## config.mk

```make
export PLATFORM = sky130hd
export DESIGN_NAME = two_byte_header_frame_deframer_unit_flat
export DESIGN_NICKNAME = d
export VERILOG_FILES = /design/src/tbfd_pkg.sv /design/src/tbfd_if.sv /design/src/tbfd_front.sv /design/src/tbfd_cmd_fifo.sv /design/src/tbfd_back.sv /design/src/two_byte_header_frame_deframer_unit.sv /design/src/flat_wrapper.sv
export SDC_FILE = /design/constraint.sdc
export NUM_CORES = 1
export LEC_CHECK = 0
export ABC_AREA = 1
export BUFFER_PORTS_ARGS = -buffer_cell sky130_fd_sc_hd__buf_4
export CAP_MARGIN = 5
export CELL_PAD_IN_SITES_DETAIL_PLACEMENT = 0
export CELL_PAD_IN_SITES_GLOBAL_PLACEMENT = 1
export CORE_MARGIN = 3
export CORE_UTILIZATION = 40
export DETAILED_ROUTE_END_ITERATION = 8
export PLACE_DENSITY_LB_ADDON = 0.1
export SLEW_MARGIN = 0
export SYNTH_ARGS = -nofsm -noshare
export SYNTH_HDL_FRONTEND = slang
export SYNTH_SLANG_ARGS = --single-unit
```

## constraint.sdc

```tcl
create_clock -name clk_i -period 3 [get_ports clk_i]
set_input_delay 0 -clock clk_i [delete_from_list [all_inputs] [get_ports clk_i]]
set_output_delay 0 -clock clk_i [all_outputs]
set_load 0.01 [all_outputs]
```

## src/tbfd_pkg.sv

```systemverilog
// Shared types, constants and codes for the two-byte-header frame deframer.
package tbfd_pkg;

  // Frame length in bytes, header included (3 to 64)
  localparam int unsigned FRAME_BYTES = 16;
  localparam int unsigned POS_W       = $clog2(FRAME_BYTES);

  localparam logic [7:0]  HEADER_FIRST_RST  = 8'd170;
  localparam logic [7:0]  HEADER_SECOND_RST = 8'd85;
  localparam logic [15:0] TALLY_MAX         = 16'hFFFF;

  // Configuration register indexes
  localparam logic [7:0] REG_HEADER_FIRST  = 8'd0;
  localparam logic [7:0] REG_HEADER_SECOND = 8'd1;

  typedef enum logic [1:0] {
    KIND_NONE       = 2'd0,
    KIND_BAD_HEADER = 2'd1,
    KIND_FRAME_BYTE = 2'd2
  } kind_e;

  typedef enum logic [1:0] {
    PH_HUNT   = 2'd0,
    PH_SECOND = 2'd1,
    PH_BODY   = 2'd2
  } phase_e;

  typedef enum logic [1:0] {
    OP_QUIET = 2'd0,
    OP_BAD   = 2'd1,
    OP_FRAME = 2'd2
  } op_e;

  typedef enum logic {
    BK_IDLE  = 1'b0,
    BK_FRAME = 1'b1
  } back_state_e;

  typedef struct packed {
    logic       line_error;
    logic [7:0] rx_data;
    logic       clear_count;
  } in_item_t;

  typedef struct packed {
    kind_e       kind;
    logic [7:0]  frame_byte;
    logic [5:0]  byte_position;
    logic        last;
    logic [15:0] error_total;
  } out_item_t;

  typedef struct packed {
    logic [7:0] index;
    logic [7:0] value;
  } cfg_write_t;

  // Command from the front part to the back part
  typedef struct packed {
    op_e              op;
    logic             wr_en;
    logic [POS_W-1:0] wr_addr;
    logic [7:0]       wr_byte;
    logic [15:0]      total;
  } cmd_t;

endpackage

```

## src/tbfd_if.sv

```systemverilog
// Valid/ready channel interfaces for input requests, results and config writes.
interface tbfd_in_if;
  logic               valid;
  logic               ready;
  tbfd_pkg::in_item_t data;
  modport source (output valid, output data, input ready);
  modport sink   (input valid, input data, output ready);
endinterface

interface tbfd_out_if;
  logic                valid;
  logic                ready;
  tbfd_pkg::out_item_t data;
  modport source (output valid, output data, input ready);
  modport sink   (input valid, input data, output ready);
endinterface

interface tbfd_cfg_if;
  logic                 valid;
  logic                 ready;
  tbfd_pkg::cfg_write_t data;
  modport source (output valid, output data, input ready);
  modport sink   (input valid, input data, output ready);
endinterface

```

## src/tbfd_front.sv

```systemverilog
// Front part: header hunt, frame fill count, error tally and command build.
module tbfd_front (
  input  logic              clk_i,
  input  logic              rst_ni,
  tbfd_in_if.sink           in_i,
  tbfd_cfg_if.sink          cfg_i,
  output tbfd_pkg::cmd_t    cmd_o,
  output logic              cmd_valid_o,
  input  logic              cmd_ready_i
);
  import tbfd_pkg::*;

  logic [7:0]       hdr_first_q, hdr_second_q;
  phase_e           phase_q, phase_d;
  logic [POS_W-1:0] fill_q, fill_d;
  logic [15:0]      tally_q, tally_d, tally_inc;
  logic [POS_W:0]   fill_inc;
  logic             frame_done;
  logic             accept;
  in_item_t         req;

  assign req         = in_i.data;
  assign accept      = in_i.valid && cmd_ready_i;
  assign in_i.ready  = cmd_ready_i;
  assign cmd_valid_o = in_i.valid;
  assign cfg_i.ready = 1'b1;

  // Count of frame bytes, header included, held once this byte is stored
  assign fill_inc   = {1'b0, fill_q} + (POS_W+1)'(1);
  assign frame_done = (fill_inc == (POS_W+1)'(FRAME_BYTES));

  // Saturating error count including this request's line error
  assign tally_inc = (req.line_error && (tally_q != TALLY_MAX)) ? tally_q + 16'd1 : tally_q;

  // Next parse state
  always_comb begin
    phase_d = phase_q;
    fill_d  = fill_q;
    if (req.line_error) begin
      phase_d = PH_HUNT;
      fill_d  = '0;
    end else begin
      unique case (phase_q)
        PH_HUNT: begin
          if (req.rx_data == hdr_first_q) begin
            phase_d = PH_SECOND;
            fill_d  = POS_W'(1);
          end
        end
        PH_SECOND: begin
          if (req.rx_data == hdr_second_q) begin
            phase_d = PH_BODY;
            fill_d  = POS_W'(2);
          end else if (req.rx_data != hdr_first_q) begin
            phase_d = PH_HUNT;
            fill_d  = '0;
          end
        end
        default: begin
          if (frame_done) begin
            phase_d = PH_HUNT;
            fill_d  = '0;
          end else begin
            fill_d = fill_inc[POS_W-1:0];
          end
        end
      endcase
    end
  end

  // Command for the back part
  always_comb begin
    cmd_o.op      = OP_QUIET;
    cmd_o.wr_en   = 1'b0;
    cmd_o.wr_addr = '0;
    cmd_o.wr_byte = req.rx_data;
    cmd_o.total   = tally_inc;
    if (!req.line_error) begin
      unique case (phase_q)
        PH_HUNT: begin
          cmd_o.wr_en = (req.rx_data == hdr_first_q);
        end
        PH_SECOND: begin
          if (req.rx_data == hdr_second_q) begin
            cmd_o.wr_en   = 1'b1;
            cmd_o.wr_addr = POS_W'(1);
          end else if (req.rx_data == hdr_first_q) begin
            cmd_o.wr_en = 1'b1;
          end else begin
            cmd_o.op = OP_BAD;
          end
        end
        default: begin
          cmd_o.wr_en   = 1'b1;
          cmd_o.wr_addr = fill_q;
          if (frame_done) cmd_o.op = OP_FRAME;
        end
      endcase
    end
  end

  // Clear the tally after the report when asked
  assign tally_d = req.clear_count ? 16'd0 : tally_inc;

  // Advance parse state on each accepted request
  always_ff @(posedge clk_i or negedge rst_ni) begin
    if (!rst_ni) begin
      phase_q <= PH_HUNT;
      fill_q  <= '0;
      tally_q <= '0;
    end else if (accept) begin
      phase_q <= phase_d;
      fill_q  <= fill_d;
      tally_q <= tally_d;
    end
  end

  // Hold header registers
  always_ff @(posedge clk_i or negedge rst_ni) begin
    if (!rst_ni) begin
      hdr_first_q  <= HEADER_FIRST_RST;
      hdr_second_q <= HEADER_SECOND_RST;
    end else if (cfg_i.valid) begin
      if (cfg_i.data.index == REG_HEADER_FIRST)  hdr_first_q  <= cfg_i.data.value;
      if (cfg_i.data.index == REG_HEADER_SECOND) hdr_second_q <= cfg_i.data.value;
    end
  end

endmodule

```

## src/tbfd_cmd_fifo.sv

```systemverilog
// Two-entry command queue between the front and back parts.
module tbfd_cmd_fifo (
  input  logic           clk_i,
  input  logic           rst_ni,
  input  tbfd_pkg::cmd_t push_cmd_i,
  input  logic           push_valid_i,
  output logic           push_ready_o,
  output tbfd_pkg::cmd_t pop_cmd_o,
  output logic           pop_valid_o,
  input  logic           pop_ready_i
);
  import tbfd_pkg::*;

  cmd_t       entry_q [2];
  logic       wr_ptr_q, rd_ptr_q;
  logic [1:0] count_q;
  logic       push, pop;

  assign push_ready_o = (count_q != 2'd2);
  assign pop_valid_o  = (count_q != 2'd0);
  assign pop_cmd_o    = entry_q[rd_ptr_q];
  assign push         = push_valid_i && push_ready_o;
  assign pop          = pop_valid_o && pop_ready_i;

  // Store pushed commands
  always_ff @(posedge clk_i) begin
    if (push) entry_q[wr_ptr_q] <= push_cmd_i;
  end

  // Advance pointers and occupancy
  always_ff @(posedge clk_i or negedge rst_ni) begin
    if (!rst_ni) begin
      wr_ptr_q <= 1'b0;
      rd_ptr_q <= 1'b0;
      count_q  <= 2'd0;
    end else begin
      if (push) wr_ptr_q <= ~wr_ptr_q;
      if (pop)  rd_ptr_q <= ~rd_ptr_q;
      if (push && !pop)      count_q <= count_q + 2'd1;
      else if (pop && !push) count_q <= count_q - 2'd1;
    end
  end

endmodule

```

## src/tbfd_back.sv

```systemverilog
// Back part: frame store, result sequencer and output register.
module tbfd_back (
  input  logic           clk_i,
  input  logic           rst_ni,
  input  tbfd_pkg::cmd_t cmd_i,
  input  logic           cmd_valid_i,
  output logic           cmd_ready_o,
  tbfd_out_if.source     out_o
);
  import tbfd_pkg::*;

  localparam logic [POS_W-1:0] LAST_POS = POS_W'(FRAME_BYTES - 1);

  logic [7:0]       store_mem [FRAME_BYTES];
  logic [7:0]       rdata_q;
  back_state_e      state_q, state_d;
  logic [POS_W-1:0] idx_q, idx_d;
  logic [15:0]      total_q;
  out_item_t        out_q, out_d;
  logic             out_valid_q;
  logic             slot_free, pop, load;

  assign slot_free   = !out_valid_q || out_o.ready;
  assign pop         = (state_q == BK_IDLE) && cmd_valid_i && slot_free;
  assign cmd_ready_o = (state_q == BK_IDLE) && slot_free;
  assign out_o.valid = out_valid_q;
  assign out_o.data  = out_q;

  // Next sequencer state
  always_comb begin
    state_d = state_q;
    unique case (state_q)
      BK_IDLE:  if (pop && (cmd_i.op == OP_FRAME)) state_d = BK_FRAME;
      BK_FRAME: if (slot_free && (idx_q == LAST_POS)) state_d = BK_IDLE;
      default:  state_d = BK_IDLE;
    endcase
  end

  // Result build and read index
  always_comb begin
    load  = 1'b0;
    idx_d = idx_q;
    out_d.kind          = KIND_NONE;
    out_d.frame_byte    = 8'd0;
    out_d.byte_position = 6'd0;
    out_d.last          = 1'b1;
    out_d.error_total   = cmd_i.total;
    unique case (state_q)
      BK_IDLE: begin
        idx_d = '0;
        if (pop && (cmd_i.op != OP_FRAME)) begin
          load = 1'b1;
          if (cmd_i.op == OP_BAD) out_d.kind = KIND_BAD_HEADER;
        end
      end
      BK_FRAME: begin
        out_d.kind          = KIND_FRAME_BYTE;
        out_d.frame_byte    = rdata_q;
        out_d.byte_position = 6'(idx_q);
        out_d.last          = (idx_q == LAST_POS);
        out_d.error_total   = total_q;
        if (slot_free) begin
          load  = 1'b1;
          idx_d = idx_q + POS_W'(1);
        end
      end
      default: ;
    endcase
  end

  // Write frame bytes; read ahead so the data matches the current index
  always_ff @(posedge clk_i) begin
    if (pop && cmd_i.wr_en) store_mem[cmd_i.wr_addr] <= cmd_i.wr_byte;
    rdata_q <= store_mem[idx_d];
  end

  // Hold the report count for the frame run
  always_ff @(posedge clk_i) begin
    if (pop) total_q <= cmd_i.total;
    if (load) out_q <= out_d;
  end

  always_ff @(posedge clk_i or negedge rst_ni) begin
    if (!rst_ni) begin
      state_q     <= BK_IDLE;
      idx_q       <= '0;
      out_valid_q <= 1'b0;
    end else begin
      state_q <= state_d;
      idx_q   <= idx_d;
      if (load)             out_valid_q <= 1'b1;
      else if (out_o.ready) out_valid_q <= 1'b0;
    end
  end

endmodule

```

## src/two_byte_header_frame_deframer_unit.sv

```systemverilog
// Top level of the two-byte-header frame deframer.
//
//  channel  dir  payload                                               handshake
//  in_i     in   line_error, rx_data, clear_count                      valid/ready
//  out_o    out  kind, frame_byte, byte_position, last, error_total    valid/ready
//  cfg_i    in   index, value (0 header_first, 1 header_second)        valid/ready
//
// A request is taken by the front part and leaves a command in a
// two-entry queue; the back part turns it into one result, or into FRAME_BYTES
// results at one a cycle while the output register is not stalled, read from
// the frame store. Requests stall only when the queue is full.
// Results wait in an output register while the next request is accepted.
// Reset clears parse state, error count, queue and output valid; headers reload
// 170 and 85. Config writes complete in the cycle they are presented.
module two_byte_header_frame_deframer_unit (
  input  logic        clk_i,
  input  logic        rst_ni,
  tbfd_in_if.sink     in_i,
  tbfd_out_if.source  out_o,
  tbfd_cfg_if.sink    cfg_i
);
  import tbfd_pkg::*;

  cmd_t front_cmd, back_cmd;
  logic front_valid, front_ready, back_valid, back_ready;

  tbfd_front u_front (
    .clk_i       (clk_i),
    .rst_ni      (rst_ni),
    .in_i        (in_i),
    .cfg_i       (cfg_i),
    .cmd_o       (front_cmd),
    .cmd_valid_o (front_valid),
    .cmd_ready_i (front_ready)
  );

  tbfd_cmd_fifo u_fifo (
    .clk_i        (clk_i),
    .rst_ni       (rst_ni),
    .push_cmd_i   (front_cmd),
    .push_valid_i (front_valid),
    .push_ready_o (front_ready),
    .pop_cmd_o    (back_cmd),
    .pop_valid_o  (back_valid),
    .pop_ready_i  (back_ready)
  );

  tbfd_back u_back (
    .clk_i       (clk_i),
    .rst_ni      (rst_ni),
    .cmd_i       (back_cmd),
    .cmd_valid_i (back_valid),
    .cmd_ready_o (back_ready),
    .out_o       (out_o)
  );

  // A frame byte is last exactly at the final position
  assert property (@(posedge clk_i) disable iff (!rst_ni)
    (out_o.valid && (out_o.data.kind == KIND_FRAME_BYTE)) |->
    (out_o.data.last == (out_o.data.byte_position == 6'(FRAME_BYTES - 1))))
    else $error("frame byte last flag does not match position");

  // Non-frame results are single, last and carry no byte
  assert property (@(posedge clk_i) disable iff (!rst_ni)
    (out_o.valid && (out_o.data.kind != KIND_FRAME_BYTE)) |->
    (out_o.data.last && (out_o.data.frame_byte == 8'd0) && (out_o.data.byte_position == 6'd0)))
    else $error("non-frame result malformed");

  // The error count stays the same across one frame run
  assert property (@(posedge clk_i) disable iff (!rst_ni)
    (out_o.valid && out_o.ready && (out_o.data.kind == KIND_FRAME_BYTE) && !out_o.data.last)
    |=> $stable(out_o.data.error_total))
    else $error("error count changed inside a frame run");

endmodule
```

## src/flat_wrapper.sv

```systemverilog
// flat-port wrapper written by rule: the top's interface ports become plain ports
module two_byte_header_frame_deframer_unit_flat import tbfd_pkg::*;
  (clk_i, rst_ni, in_i_valid, in_i_data, in_i_ready, out_o_valid, out_o_data, out_o_ready, cfg_i_valid, cfg_i_data, cfg_i_ready);
  tbfd_in_if in_i_i ();
  tbfd_out_if out_o_i ();
  tbfd_cfg_if cfg_i_i ();
  input  logic clk_i;
  input  logic rst_ni;
  input wire logic [$bits(in_i_i.valid)-1:0] in_i_valid;
  input wire logic [$bits(in_i_i.data)-1:0] in_i_data;
  output wire logic [$bits(in_i_i.ready)-1:0] in_i_ready;
  output wire logic [$bits(out_o_i.valid)-1:0] out_o_valid;
  output wire logic [$bits(out_o_i.data)-1:0] out_o_data;
  input wire logic [$bits(out_o_i.ready)-1:0] out_o_ready;
  input wire logic [$bits(cfg_i_i.valid)-1:0] cfg_i_valid;
  input wire logic [$bits(cfg_i_i.data)-1:0] cfg_i_data;
  output wire logic [$bits(cfg_i_i.ready)-1:0] cfg_i_ready;
  assign in_i_i.valid = in_i_valid;
  assign in_i_i.data = in_i_data;
  assign in_i_ready = in_i_i.ready;
  assign out_o_valid = out_o_i.valid;
  assign out_o_data = out_o_i.data;
  assign out_o_i.ready = out_o_ready;
  assign cfg_i_i.valid = cfg_i_valid;
  assign cfg_i_i.data = cfg_i_data;
  assign cfg_i_ready = cfg_i_i.ready;
  two_byte_header_frame_deframer_unit u_core (.clk_i(clk_i), .rst_ni(rst_ni), .in_i(in_i_i), .out_o(out_o_i), .cfg_i(cfg_i_i));
endmodule
```

==> results.yml <==
worst_setup_path:
  worstPathRequired_ns: 3.13
  r2r-end: "u_core.u_back.store_mem[8][3]$_DFFE_PP_"
  critical-path-slowest-cell: "nor2_1"
  rr_startpoint: "u_core.u_back.out_o.valid$_DFFE_PN0P_"
  crit_top_cell: "inv_1"
  crit_path_end_kind: "flip-flop"
  rr_worst_depth: 7
  crit_fanout: 9
  path_cells: "nand2_2 > inv_1 > nor3_2 > inv_1 > a21oi_2 > nand3_1 > nor2_1"
  critical_path_class: "reg -> reg"
  critPathLaunchType: "flip-flop"
  crit_arrival_ns: 2.38
  slowest_delay_ns: 0.53
  r2r_setup_slack_ns: 0.74
clock_network:
  postCtsSetupBuffers: 0
  cts_made_buffers: 34
  root_buffer: "clkbuf_16"
  clock_latency_ns: 0.51
  cts.sinks: 293
  cts_tree: "built"
  cts_buffer_depth: 3
  cts.clk_slew.worst_paths_ns: 0.06
  cts.htree.levels: 2
pwr:
  total_power_uw: 14400
  leakage_uw: 0.00629
  peakVddDrop_mv: 0.527
  p_per_area_nw_per_um2: 952
grt:
  grt_util_met3_pct: 2.72
  antenna_found_initial: 0
  met1_usage_pct: 25.6
  grtUsageTotal_pct: 17.8
  grt_pass1_wl_um: 46800
  grt_start_max_net_pins: 49
  grt_overflow: 0
  groute.layer.met2.usage_pct: 28.7
  top_usage_layer: "met2"
  first_global_vias: 8332
timing:
  worst_slew_pin_slew_ns: 0.821
  setup_tns_ns: 0
  setup_viol: 0
  slew_violations: 0
  max_slew_margin_pct: 45.1
  finClkSkew_ns: 0.0270
  rsz0062_at_grt: "no"
  timing.final.crit_share_pct: 75.2
  fin_ws_ns: 0.744
  hold_viol_final: 0
  min_period_ns: 2.26
  max_freq_ghz: 0.443
placed_design:
  portBuffers: 63
  numPlacedInstances: 1662
  dpl.hpwl_um: 19700
  gp_congestion: 0.797
  dp_slack_ns: 0.730
yosys:
  synth-seq-area-share_pct: 66.8
  async_flop_share_pct: 16.4
  synth_top_area_share_pct: 56.0
  synth_most_common_cell: "nand2_1"
  synth.top_cells.by_count: "nand2_1, edfxtp_1, inv_1"
  postSynthCellCount: 1212
  synth.avg_cell_area_um2: 10.5
  ys_types: 42
  synth_edf_count: 237
  yosysTopAreaCell: "edfxtp_1"
  synthFlopType: "edfxtp_1"
  synthTopCellsByArea: "edfxtp_1, nand2_1, dfrtp_1"
  ys_warn_count: 0
  syn_area_um2: 12700
  ys_seq_elements: 293
routing:
  wire_per_inst_um: 16.8
  wl_um: 29300
  vias: 8293
  vias_per_cell: 4.76
  drt_iter0_markers: 562
  drt_pass1_iterations: 5
  final_antenna_net_count: 0
  drc: 0
floorplan:
  die_x_um: 184
  die_y_um: 184
  initial_core_util_pct: 41.0
  boundaryPins: 67
  die-area_um2: 33900
  fp-row-count: 64
  design.core.area_um2: 31000
final_layout:
  diodes: 0
  layout-drive-gt1-share_pct: 13.7
  area_delta_synth_final_pct: 18.7
  nets: 1358
  final_util_pct: 48.7
  fin_cells: 1744
min_path:
  hold_class: "in -> async"
run:
  maxCapViolCount: 0
status:
  status: "finished clean"
## worst max-delay path by stage
stage	startpoint	endpoint	depth (start not counted)
finish	u_core.u_back.out_o.valid$_DFFE_PN0P_	u_core.u_back.store_mem[8][3]$_DFFE_PP_	7
global route	u_core.u_back.out_o.valid$_DFFE_PN0P_	u_core.u_back.store_mem[8][2]$_DFFE_PP_	7
CTS	u_core.u_back.out_o.valid$_DFFE_PN0P_	u_core.u_back.store_mem[8][3]$_DFFE_PP_	7
detailed placement	u_core.u_back.out_o.valid$_DFFE_PN0P_	u_core.u_back.store_mem[8][0]$_DFFE_PP_	7
global placement	u_core.u_front.tally_q[0]$_DFFE_PN0P_	u_core.u_fifo.entry_q[0][11]$_DFFE_PP_	8
floorplan	u_core.u_back.out_o.valid$_DFFE_PN0P_	u_core.u_back.store_mem[12][0]$_DFFE_PP_	7
## cells in the final DEF (no fill, tap or decap), drive strengths merged, types with 4 or more instances in the layout
cell,n
o21ai,40
xnor2,17
nor3,8
or2,5
edfxtp,237
dfxtp,8
o211ai,7
dlygate4sd3,21
nor2,74
dfstp,8
clkbuf,51
nand4,5
a21oi,4
nand3b,29
xor2,10
inv,139
nand2,385
a31oi,18
nand3,118
ha,4
clkinv,6
dfrtp,40
buf,98
## where the power goes
part	internal, µW	total, µW	switching (µW)
clock network	2610	4170	1570
registers	5450	5720	261
logic	1340	4480	3140
## worst max-delay path, delay by kind of cell (launching register included)
kind | cells | cell delay, ns
flops | 1 | 0.39
compound gates | 1 | 0.19
buf+inv | 2 | 0.21
simple gates | 4 | 1.08
## cells by family (layout without fill, tap and decap cells)
kind of cell / count (synthesis) / count (layout) / share of synthesized area [%]
muxes: 2 / 2 / 0.158
and+or+nand+nor: 628 / 628 / 21.3
AOI/OAI and AO/OA: 71 / 71 / 3.39
DFF: 293 / 293 / 66.8
xor gates and xnor gates: 27 / 27 / 1.92
adders and majority gates: 4 / 4 / 0.394
other: 2 / 3 / 0.0591
buffers and inverters: 185 / 320 / 5.97
## area by class of cell
cell class | count | area [µm²]
multi-input cells | 735 | 3470
repair buffers | 119 | 958
inverters | 140 | 526
well taps | 396 | 495
flip-flops and latches | 293 | 8490
clock inverters | 10 | 133
clock buffers | 51 | 1020
fillers | 2833 | 15900
## per-layer routing
| metal | vias up | routed length (µm) |
|---|---|---|
| met5 | - | 0 |
| li1 | 4244 | - |
| met3 | 40 | 1180 |
| met1 | 3839 | 14000 |
| met4 | 0 | 562 |
| met2 | 170 | 13600 |
## state kept, by name, indices dropped and copies added, names as in the netlist
name and flops:
u_core.u_back.store_mem 128, u_core.u_fifo.entry_q 62, u_core.u_back.out_o.data 31, u_core.u_back.total_q 16
u_core.u_front.tally_q 16, u_core.u_back.rdata_q 8, u_core.u_front.hdr_first_q 8, u_core.u_front.hdr_second_q 8
u_core.u_back.idx_q 4, u_core.u_front.fill_q 4, u_core.u_fifo.count_q 2, u_core.u_front.phase_q 2
u_core.u_back.out_o.valid 1, u_core.u_back.state_q 1, u_core.u_fifo.rd_ptr_q 1, u_core.u_fifo.wr_ptr_q 1
## metrics by stage
stage | hold WS [ns] | cell area [µm²]
2_1_floorplan | -0.296 | 12700
3_3_place_gp | 0.0983 | 13700
3_5_place_dp | 0.0973 | 13700
4_1_cts | 0.0611 | 15100
5_1_grt | 0.124 | 15100
6_report | 0.0756 | 15100
## timing repair
item / in CTS / in global routing
hold buffers: 21 / 0
gates resized for setup: 0 / 0
hold endpoints to repair: 109 / 0
(Power assumes the default switching activity.)
